## src/bgr2yuv_pkg.sv

```systemverilog
// Shared types, constants and coefficients for the BGR to YUV 4:2:0 pixel stream.
// No dependencies; imported by every module of the block.
`timescale 1ns / 1ps

package bgr2yuv_pkg;

	localparam int MAX_DIMENSION = 4096;
	localparam int COUNT_W = $clog2(MAX_DIMENSION);
	localparam int SIZE_W = 13;
	localparam int INDEX_W = 8;
	localparam int PIX_W = 8;

	localparam logic [INDEX_W-1:0] REG_FRAME_WIDTH = INDEX_W'(0);
	localparam logic [INDEX_W-1:0] REG_FRAME_HEIGHT = INDEX_W'(1);

	localparam logic [SIZE_W-1:0] FRAME_WIDTH_RESET = SIZE_W'(1920);
	localparam logic [SIZE_W-1:0] FRAME_HEIGHT_RESET = SIZE_W'(1080);

	// BT.601 integer coefficients
	localparam int Y_R = 66;
	localparam int Y_G = 129;
	localparam int Y_B = 25;
	localparam int U_R = -38;
	localparam int U_G = -74;
	localparam int U_B = 112;
	localparam int V_R = 112;
	localparam int V_G = -94;
	localparam int V_B = -18;
	localparam int ROUND = 128;
	localparam logic [PIX_W-1:0] LUMA_BIAS = PIX_W'(16);
	localparam logic [PIX_W-1:0] CHROMA_BIAS = PIX_W'(128);

	typedef enum logic [1:0] {
		CHROMA_NONE = 2'd0,
		CHROMA_U    = 2'd1,
		CHROMA_V    = 2'd2
	} chroma_kind_t;

	typedef struct packed {
		chroma_kind_t kind;
		logic         frame_end;
	} pos_t;

	typedef struct packed {
		logic [PIX_W-1:0] luma;
		logic [PIX_W-1:0] chroma;
		chroma_kind_t     kind;
		logic             frame_end;
	} result_t;

	// last valid index for a configured size: zero acts as one, oversize clamps
	function automatic logic [COUNT_W-1:0] last_index(input logic [SIZE_W-1:0] size);
		logic [COUNT_W-1:0] idx;
		if (size == '0) begin
			idx = '0;
		end else if (int'(size) > MAX_DIMENSION) begin
			idx = COUNT_W'(MAX_DIMENSION - 1);
		end else begin
			idx = COUNT_W'(int'(size) - 1);
		end
		return idx;
	endfunction

endpackage

```

## src/bgr2yuv_position.sv

```systemverilog
// Frame size registers and column/row position counters.
// Depends on bgr2yuv_pkg.
`timescale 1ns / 1ps

module bgr2yuv_position (
	input  logic                              clk,
	input  logic                              arst_n,
	input  logic                              cfg_write,
	input  logic [bgr2yuv_pkg::INDEX_W-1:0]  cfg_index,
	input  logic [bgr2yuv_pkg::SIZE_W-1:0]   cfg_data,
	input  logic                              advance,
	output bgr2yuv_pkg::pos_t                 pos
);
	import bgr2yuv_pkg::*;

	logic [SIZE_W-1:0]  frame_width_q;
	logic [SIZE_W-1:0]  frame_height_q;
	logic [COUNT_W-1:0] column_q;
	logic [COUNT_W-1:0] row_q;
	logic               line_end;
	logic               last_row;

	always_ff @(posedge clk or negedge arst_n) begin
		if (!arst_n) begin
			frame_width_q <= FRAME_WIDTH_RESET;
			frame_height_q <= FRAME_HEIGHT_RESET;
		end else if (cfg_write) begin
			case (cfg_index)
				REG_FRAME_WIDTH: frame_width_q <= cfg_data;
				REG_FRAME_HEIGHT: frame_height_q <= cfg_data;
				default: ;
			endcase
		end
	end

	assign line_end = column_q >= last_index(frame_width_q);
	assign last_row = row_q >= last_index(frame_height_q);

	always_comb begin
		pos.frame_end = line_end && last_row;
		if (column_q[0]) begin
			pos.kind = CHROMA_NONE;
		end else if (row_q[0]) begin
			pos.kind = CHROMA_V;
		end else begin
			pos.kind = CHROMA_U;
		end
	end

	always_ff @(posedge clk or negedge arst_n) begin
		if (!arst_n) begin
			column_q <= '0;
			row_q <= '0;
		end else if (advance) begin
			if (line_end) begin
				column_q <= '0;
				row_q <= last_row ? '0 : row_q + COUNT_W'(1);
			end else begin
				column_q <= column_q + COUNT_W'(1);
			end
		end
	end

endmodule

```

## src/bgr2yuv_convert.sv

```systemverilog
// Integer BT.601 color conversion of one registered pixel to a result item.
// Depends on bgr2yuv_pkg.
`timescale 1ns / 1ps

module bgr2yuv_convert (
	input  logic [bgr2yuv_pkg::PIX_W-1:0] blue,
	input  logic [bgr2yuv_pkg::PIX_W-1:0] green,
	input  logic [bgr2yuv_pkg::PIX_W-1:0] red,
	input  bgr2yuv_pkg::pos_t             pos,
	output bgr2yuv_pkg::result_t          result
);
	import bgr2yuv_pkg::*;

	localparam int SUM_W = 18;

	logic signed [SUM_W-1:0] r_x;
	logic signed [SUM_W-1:0] g_x;
	logic signed [SUM_W-1:0] b_x;
	logic signed [SUM_W-1:0] y_sum;
	logic signed [SUM_W-1:0] u_sum;
	logic signed [SUM_W-1:0] v_sum;

	assign r_x = SUM_W'(signed'({1'b0, red}));
	assign g_x = SUM_W'(signed'({1'b0, green}));
	assign b_x = SUM_W'(signed'({1'b0, blue}));

	assign y_sum = SUM_W'(Y_R) * r_x + SUM_W'(Y_G) * g_x + SUM_W'(Y_B) * b_x + SUM_W'(ROUND);
	assign u_sum = SUM_W'(U_R) * r_x + SUM_W'(U_G) * g_x + SUM_W'(U_B) * b_x + SUM_W'(ROUND);
	assign v_sum = SUM_W'(V_R) * r_x + SUM_W'(V_G) * g_x + SUM_W'(V_B) * b_x + SUM_W'(ROUND);

	// floor shift by 8, then bias, modulo 256
	always_comb begin
		result.luma = y_sum[15:8] + LUMA_BIAS;
		result.kind = pos.kind;
		result.frame_end = pos.frame_end;
		case (pos.kind)
			CHROMA_U: result.chroma = u_sum[15:8] + CHROMA_BIAS;
			CHROMA_V: result.chroma = v_sum[15:8] + CHROMA_BIAS;
			default: result.chroma = '0;
		endcase
	end

endmodule

```

## src/bgr_to_yuv420_pixel_stream.sv

```systemverilog
// Pipeline: pixel transfer, input register, result register, then result transfer.
// Throughput: one pixel per cycle, bounded by the result_ready side only.
// Reset: arst_n clears counters and pipeline valids; frame_width returns to 1920 and
// frame_height to 1080. Configuration writes are always ready.
// Depends on bgr2yuv_pkg, bgr2yuv_position, bgr2yuv_convert.
`timescale 1ns / 1ps

module bgr_to_yuv420_pixel_stream (
	input  logic                              clk,
	input  logic                              arst_n,
	input  logic                              cfg_valid,
	output logic                              cfg_ready,
	input  logic [bgr2yuv_pkg::INDEX_W-1:0]  cfg_index,
	input  logic [bgr2yuv_pkg::SIZE_W-1:0]   cfg_data,
	input  logic                              pixel_valid,
	output logic                              pixel_ready,
	input  logic [bgr2yuv_pkg::PIX_W-1:0]    blue,
	input  logic [bgr2yuv_pkg::PIX_W-1:0]    green,
	input  logic [bgr2yuv_pkg::PIX_W-1:0]    red,
	output logic                              result_valid,
	input  logic                              result_ready,
	output logic [bgr2yuv_pkg::PIX_W-1:0]    luma,
	output logic [bgr2yuv_pkg::PIX_W-1:0]    chroma,
	output logic [1:0]                        chroma_kind,
	output logic                              frame_end
);
	import bgr2yuv_pkg::*;

	logic             valid_s1;
	logic             valid_s2;
	logic             advance_s2;
	logic             pixel_xfer;
	pos_t             pos;
	pos_t             pos_s1;
	logic [PIX_W-1:0] blue_s1;
	logic [PIX_W-1:0] green_s1;
	logic [PIX_W-1:0] red_s1;
	result_t          result;
	result_t          result_s2;

	assign cfg_ready = 1'b1;
	assign advance_s2 = !valid_s2 || result_ready;
	assign pixel_ready = !valid_s1 || advance_s2;
	assign pixel_xfer = pixel_valid && pixel_ready;

	bgr2yuv_position u_position (
		.clk       (clk),
		.arst_n    (arst_n),
		.cfg_write (cfg_valid && cfg_ready),
		.cfg_index (cfg_index),
		.cfg_data  (cfg_data),
		.advance   (pixel_xfer),
		.pos       (pos)
	);

	always_ff @(posedge clk or negedge arst_n) begin
		if (!arst_n) begin
			valid_s1 <= 1'b0;
		end else if (pixel_ready) begin
			valid_s1 <= pixel_valid;
		end
	end

	always_ff @(posedge clk) begin
		if (pixel_xfer) begin
			blue_s1 <= blue;
			green_s1 <= green;
			red_s1 <= red;
			pos_s1 <= pos;
		end
	end

	bgr2yuv_convert u_convert (
		.blue   (blue_s1),
		.green  (green_s1),
		.red    (red_s1),
		.pos    (pos_s1),
		.result (result)
	);

	always_ff @(posedge clk or negedge arst_n) begin
		if (!arst_n) begin
			valid_s2 <= 1'b0;
		end else if (advance_s2) begin
			valid_s2 <= valid_s1;
		end
	end

	always_ff @(posedge clk) begin
		if (advance_s2 && valid_s1) begin
			result_s2 <= result;
		end
	end

	assign result_valid = valid_s2;
	assign luma = result_s2.luma;
	assign chroma = result_s2.chroma;
	assign chroma_kind = result_s2.kind;
	assign frame_end = result_s2.frame_end;

endmodule

```

## config.mk

```make
export PLATFORM = sky130hd
export DESIGN_NAME = bgr_to_yuv420_pixel_stream
export DESIGN_NICKNAME = d
export VERILOG_FILES = /design/src/bgr2yuv_pkg.sv /design/src/bgr2yuv_position.sv /design/src/bgr2yuv_convert.sv /design/src/bgr_to_yuv420_pixel_stream.sv
export SDC_FILE = /design/constraint.sdc
export NUM_CORES = 1
export LEC_CHECK = 0
export BUFFER_PORTS_ARGS = -buffer_cell sky130_fd_sc_hd__buf_4
export CAP_MARGIN = 20
export CORE_ASPECT_RATIO = 1.75
export CORE_MARGIN = 5
export CORE_UTILIZATION = 50
export DETAILED_ROUTE_END_ITERATION = 12
export PLACE_DENSITY = 0.67
export REMOVE_ABC_BUFFERS = 1
export SLEW_MARGIN = 0
export SYNTH_ARGS = -nofsm -noshare
export SYNTH_HDL_FRONTEND = slang
export SYNTH_SLANG_ARGS = --single-unit
```

## constraint.sdc

```tcl
create_clock -name clk -period 8.4 [get_ports clk]
set_clock_uncertainty 0.05 [all_clocks]
set_input_delay 0.84 -clock clk [delete_from_list [all_inputs] [get_ports clk]]
set_output_delay 0.84 -clock clk [all_outputs]
set_load 0.03 [all_outputs]
```

==> flow_metrics.py, run 1 <==
metrics = {
    "outcome": {
        "status": "finished, final reports clean",
    },
    "synthesis": {
        "synth.most_common_cell": "ha_1",
        "yosys-top-cells-count": "311 x ha_1, 224 x inv_1, 99 x fa_1",
        "synthesis.area_mm2": 0.0134,
        "synth_cell_types": 67,
        "synth_area_leaders": "ha_1 29%, fa_1 15%, edfxtp_1 10%, dfrtp_1 8.2%, inv_1 6.3%",
        "synth_area_per_cell_um2": 9.86,
        "synth_edf_count": 46,
        "synth_top_area_share_pct": 29.1,
        "yosysTopAreaCell": "ha_1",
        "yosysWarnings": 0,
        "synth_seq_cells": 98,
        "synth_seq_area_share_pct": 20.1,
        "synthCells": 1356,
        "async_flop_share_pct": 53.1,
        "yosys_most_used_dff": "edfxtp_1",
    },
    "place": {
        "place_hpwl_um": 27000,
        "io_buffers": 70,
        "place.gp.congestion": 0.882,
        "place_inst": 1746,
    },
    "route": {
        "routed_wl_um": 31000,
        "drcViolationCount": 0,
        "wl_per_cell_um": 17.6,
        "avgViaCountPerCell": 5.52,
        "dr.pass1.iters": 4,
        "vias": 9744,
        "drtIter0Drc": 311,
        "ant_nets": 0,
    },
    "critical_path": {
        "start_kind": "flop",
        "cp-startpoint": "green_s1[2]",
        "crit_type": "reg2reg",
        "end_kind": "flop",
        "timing.rr.end": "chroma[7]",
        "reg2regPathDepth": 24,
        "worst-path-max-fanout": 8,
        "r2r_slack_ns": 0.99,
        "critPathRequiredTime_ns": 8.54,
        "r2r-start": "green_s1[2]",
        "worstPathArrival_ns": 7.55,
        "setup.worst_path.end": "chroma[7]",
    },
    "clocking": {
        "hold_buffers": 0,
        "cts_sinks": 98,
        "clk_latency_ns": 0.37,
        "cts-resized-gates": 0,
        "cts.clk_slew.worst_paths_ns": 0.07,
        "cts-root-buf": "clkbuf_16",
        "cts.htree.levels": 3,
        "cts_tree": "done",
        "cts_setup_buffers": 0,
        "numCtsBuffers": 9,
        "cts.path.max_buffers": 2,
    },
    "timing": {
        "hold_viol": 0,
        "drv_slew": 0,
        "finalSetupTns_ns": 0,
        "fin_crit_ns": 7.41,
        "max-slew-margin-rel_pct": 32.1,
        "rsz0062_at_grt": "no",
        "worstMarginPinSlew_ns": 1.01,
        "setup_violations": 0,
        "period_share_pct": 88.2,
        "fmax_mhz": 135,
    },
    "floorplan": {
        "die_h_um": 226,
        "core_area_mm2": 0.0265,
        "num_io_pins": 72,
        "die_w_um": 134,
        "core.rowCount": 79,
        "die_area_mm2": 0.0302,
        "initial_core_util_pct": 50.4,
    },
    "global_routing": {
        "grt_pass1_vias": 10500,
        "antenna_found_initial": 0,
        "grt_util_met3_pct": 2.62,
        "grt_pass1_wl_um": 50400,
        "grt_usage_pct": 21.4,
        "met1_usage_pct": 19.8,
        "use_met2_pct": 43.3,
        "grt_max_degree": 53,
        "grt.busiest_layer": "met2",
        "grt_remaining_overflow": 0,
    },
    "pwr": {
        "peakVddDrop_mv": 0.401,
        "total_leakage_power_nw": 7.57,
        "power_density_mw_per_mm2": 420,
    },
    "cells_and_area": {
        "fin_nets": 1895,
        "layout-drive-gt1-share_pct": 9.58,
        "diodes": 0,
        "syn_to_final_growth_pct": 9.46,
        "fin_cells": 1764,
    },
    "hold_path": {
        "hold_path.class": "reg2reg",
    },
    "job": {
        "drv_cap": 0,
    },
}
## worst min path at each step
stage | start | to | slack [ns] | cells past startpoint
2_1_floorplan | pos_s1[0] | frame_end | 0.35 | 0
3_3_place_gp | pos_s1[0] | frame_end | 0.36 | 0
3_5_place_dp | pos_s1[0] | frame_end | 0.36 | 0
4_1_cts | pos_s1[0] | frame_end | 0.39 | 0
5_1_grt | pos_s1[0] | frame_end | 0.39 | 0
6_report | pos_s1[0] | frame_end | 0.39 | 0
## logic make-up after synthesis
| logic type | Yosys count | synth area share (%) |
|---|---|---|
| compound gates | 207 | 9.78 |
| xor+xnor | 95 | 6.43 |
| fa+ha+maj | 411 | 44.0 |
| buf+inv | 235 | 6.74 |
| flops | 98 | 20.1 |
| mux | 27 | 2.24 |
| other cells | 1 | 0.0281 |
| simple gates | 282 | 10.6 |
## power by group
group,leakage (nW),switching [mW],internal (mW)
Clock,0.136,0.191,0.233
Combinational,6.33,2.78,2.21
Sequential,1.11,0.0735,0.658
## per-stage QoR
step	instance area, um^2	total power, mW	worst slack [ns]	utilization [%]	hold WS, ns
global route	14600	6.79	0.659	55.2	0.392
finish	14600	6.14	0.990	55.2	0.393
floorplan	13300	4.48	1.89	-	0.350
detailed placement	14300	5.74	1.09	54.0	0.362
global placement	14300	5.67	1.26	54.0	0.357
CTS	14600	6.21	1.04	55.1	0.389
## metal layers
metal / vias up / share of wire (%)
met2: 139 / 58
met1: 4731 / 34
li1: 4797 / -
met4: 0 / 6.4
met5: - / 0
met3: 77 / 2.4
## area by class of cell
| class | count | area, um^2 |
|---|---|---|
| flip-flops and latches | 98 | 2690 |
| inverters | 224 | 841 |
| repair buffers | 79 | 613 |
| clock buffers | 11 | 233 |
| fillers | 2400 | 11900 |
| well taps | 324 | 405 |
| clock inverters | 5 | 62.6 |
| multi-input cells | 1023 | 9780 |
## sequential cells by signal, indices dropped and copies added (netlist names)
name and flops:
u_position.row_q 12, luma 8, red_s1 8, green_s1 8, u_position.column_q 12, blue_s1 8, frame_end 1, chroma_kind 2
chroma 8, u_position.frame_height_q 13, result_valid 1, valid_s1 1, u_position.frame_width_q 13, pos_s1 3
## worst max-delay path, cell delays in order, from the launching register on
cell and delay, ns:
edfxtp_1 0.53, inv_1 0.08, ha_1 0.38, inv_1 0.06, ha_1 0.27, inv_1 0.05
fa_1 0.53, inv_1 0.05, fa_1 0.47, ha_1 0.34, nor2b_1 0.14, o21ai_0 0.20
a21boi_0 0.16, o21ai_0 0.22, a21boi_0 0.20, o21ai_0 0.27, or4b_2 0.60, o211ai_1 0.15
fa_1 0.46, ha_1 0.30, ha_1 0.34, and4_1 0.21, a2111oi_0 0.59, xnor3_1 0.30
o32ai_1 0.25
## cells in the final DEF (no fill, tap or decap), drive strengths merged, types with 14 or more instances in the layout
cell type / instances
a21o: 21
a21oi: 59
buf: 79
dfrtp: 44
edfxtp: 46
fa: 99
ha: 311
inv: 225
mux2: 23
nand2: 61
nand2b: 17
nand3: 23
nor2: 73
nor2b: 23
nor3: 27
o21ai: 48
o21bai: 14
xnor2: 56
xor2: 37
Power figures use the tool's default switching activity.
==> run 2: changes to the inputs <==
--- a/config.mk
+++ b/config.mk
@@ -10,8 +10,10 @@
 export CORE_ASPECT_RATIO = 1.75
 export CORE_MARGIN = 5
 export CORE_UTILIZATION = 50
+export CTS_CLUSTER_DIAMETER = 40
 export DETAILED_ROUTE_END_ITERATION = 12
 export PLACE_DENSITY = 0.67
+export RECOVER_POWER = 100
 export REMOVE_ABC_BUFFERS = 1
 export SLEW_MARGIN = 0
 export SYNTH_ARGS = -nofsm -noshare
==> run 2 against run 1 <==
The flow now finishes with violations (max-capacitance violations, max-slew violations). Via count grew 0.17%. Fmax about the same. Combinational power decreased by 1%. Cell area fell by 0.98%. Clock power barely moved. Worst hold slack gained 0.0022 ns. Die area unchanged. Register-to-register slack about the same. Sequential share of layout area rose by 0.18 points. Sequential power hardly changed. Clock-buffer cell count stayed put. Highest routed layer unchanged.
==> flow_metrics.py, run 2 (synthesis gave the netlist of run 1 again) <==
metrics = {
    "outcome": {
        "status": "complete, but fails checks",
        "violations": "max-capacitance violations, max-slew violations",
    },
    "timing": {
        "setup_ws_ns": 0.983,
        "setup_violations": 0,
        "hold_viol": 0,
        "drv_slew": 86,
        "fin_crit_ns": 7.42,
        "hold_ws_ns": 0.395,
        "finalSetupTns_ns": 0,
        "fmax_mhz": 135,
        "max-slew-margin-rel_pct": -93.6,
        "period_share_pct": 88.3,
        "worstMarginPinSlew_ns": 2.90,
        "rsz0062_at_grt": "no",
    },
    "pwr": {
        "peakVddDrop_mv": 0.401,
        "clkPwrFrac_pct": 7.0,
        "total_leakage_power_nw": 7.44,
        "sw_frac_of_total_pct": 49.9,
        "seq_power_share_pct": 12.0,
        "p_switching_mw": 3.04,
        "combPwrFrac_pct": 81.1,
        "p_int_mw": 3.06,
        "total_power_mw": 6.10,
        "power_density_mw_per_mm2": 421,
    },
    "route": {
        "dr.pass1.iters": 5,
        "routed_wl_um": 31000,
        "vias": 9761,
        "avgViaCountPerCell": 5.53,
        "ant_nets": 0,
        "drtIter0Drc": 366,
        "drcViolationCount": 0,
        "wl_per_cell_um": 17.6,
    },
    "global_routing": {
        "grt_pass1_wl_um": 50400,
        "grt_pass1_vias": 10500,
        "grt_max_degree": 53,
        "grt_usage_pct": 21.4,
        "grt_remaining_overflow": 0,
        "antenna_found_initial": 0,
    },
    "critical_path": {
        "crit_type": "reg2reg",
        "worstPathArrival_ns": 7.55,
        "timing.rr.end": "chroma[7]",
        "worst-path-max-fanout": 8,
        "reg2regPathDepth": 24,
        "start_kind": "flop",
        "r2r-start": "green_s1[2]",
        "critPathRequiredTime_ns": 8.54,
        "r2r_slack_ns": 0.98,
        "end_kind": "flop",
    },
    "clocking": {
        "cts_setup_buffers": 0,
        "hold_buffers": 0,
        "cts.clk_slew.worst_paths_ns": 0.07,
        "cts_tree": "done",
        "cts-root-buf": "clkbuf_16",
        "cts_sinks": 98,
        "cts.path.max_buffers": 2,
        "cts-resized-gates": 0,
        "clk_latency_ns": 0.37,
        "cts.htree.levels": 3,
        "numCtsBuffers": 9,
    },
    "place": {
        "place_ws_ns": 1.09,
        "dpl_cell_area_mm2": 0.0143,
        "place_hpwl_um": 27000,
        "place.gp.congestion": 0.882,
        "io_buffers": 70,
    },
    "floorplan": {
        "core.rowCount": 79,
        "num_io_pins": 72,
        "core_area_mm2": 0.0265,
        "die_w_um": 134,
        "die_area_mm2": 0.0302,
        "die_h_um": 226,
        "initial_core_util_pct": 50.4,
    },
    "cells_and_area": {
        "diodes": 0,
        "final_area_mm2": 0.0145,
        "final_cell_mix": "311 x ha_1, 224 x inv_1, 99 x fa_1",
        "layout-drive-gt1-share_pct": 7.22,
        "syn_to_final_growth_pct": 8.38,
        "layout_commonest_cell": "ha_1",
        "largestRegisters": "u_position.frame_height_q: 13 flops, u_position.frame_width_q: 13 flops",
        "fin_nets": 1895,
    },
    "hold_path": {
        "whs_endpoint": "frame_end",
        "hold_depth": 0,
        "hp-start": "pos_s1[0]",
        "hold_path.class": "reg2reg",
    },
    "job": {
        "drv_cap": 2,
    },
}
[run 2: changes by cell type in the layout (fill, tap and decap cells not counted), moves of 2 or more]
| cell | delta |
|---|---|
| buf_4 | -51 |
| clkbuf_4 | +22 |
| or2_0 | +2 |
| clkbuf_1 | +30 |
[run 2: cell type report]
cell class,count,area (um^2)
clock buffer,11,233
tap,324,405
multi-input combinational,1023,9770
fill,2435,12000
sequential,98,2690
timing repair buffer,79,480
clock inverter,5,62.6
inverter,224,841
[run 2: power by group through the flow]
stage	Combinational [mW]	Clock [mW]	Sequential [mW]
floorplan	3.68	0	0.808
global placement	4.93	0	0.740
detailed placement	5.00	0	0.742
CTS	5.04	0.441	0.733
global route	5.55	0.456	0.741
finish	4.94	0.425	0.731
[run 2: critical path, cell delays in order, from the launching register on]
cell,delay (ns)
edfxtp_1,0.54
inv_1,0.08
ha_1,0.38
inv_1,0.06
ha_1,0.27
inv_1,0.05
fa_1,0.53
inv_1,0.05
fa_1,0.47
ha_1,0.34
nor2b_1,0.14
o21ai_0,0.20
a21boi_0,0.16
o21ai_0,0.22
a21boi_0,0.19
o21ai_0,0.26
or4b_2,0.60
o211ai_1,0.16
fa_1,0.46
ha_1,0.30
ha_1,0.34
and4_1,0.20
a2111oi_0,0.59
xnor3_1,0.30
o32ai_1,0.25
[run 2: worst max path at each step]
stage | from | end | slack [ns] | depth (start not counted)
floorplan | green_s1[1] | chroma[7] | 1.89 | 23
global placement | green_s1[2] | chroma[7] | 1.26 | 24
detailed placement | green_s1[2] | chroma[7] | 1.09 | 24
CTS | green_s1[2] | chroma[7] | 1.04 | 24
global route | green_s1[2] | chroma[7] | 0.66 | 24
finish | green_s1[2] | chroma[7] | 0.98 | 24
[run 2: routing by layer]
metal | GRT usage (%) | up-vias | wire, um
met3 | 2.62 | 74 | 750
met5 | 0 | - | 0
li1 | - | 4792 | -
met4 | 13.2 | 0 | 1960
met1 | 19.8 | 4747 | 10400
met2 | 43.3 | 148 | 17900
[run 2: through the flow]
| stage | instances | utilization [%] |
|---|---|---|
| after floorplan | 1345 | - |
| final | 1764 | 54.7 |
| after CTS | 1762 | 55.1 |
| after detailed placement | 1746 | 54.0 |
| after global placement | 1746 | 54.0 |
| after global routing | 1764 | 54.7 |
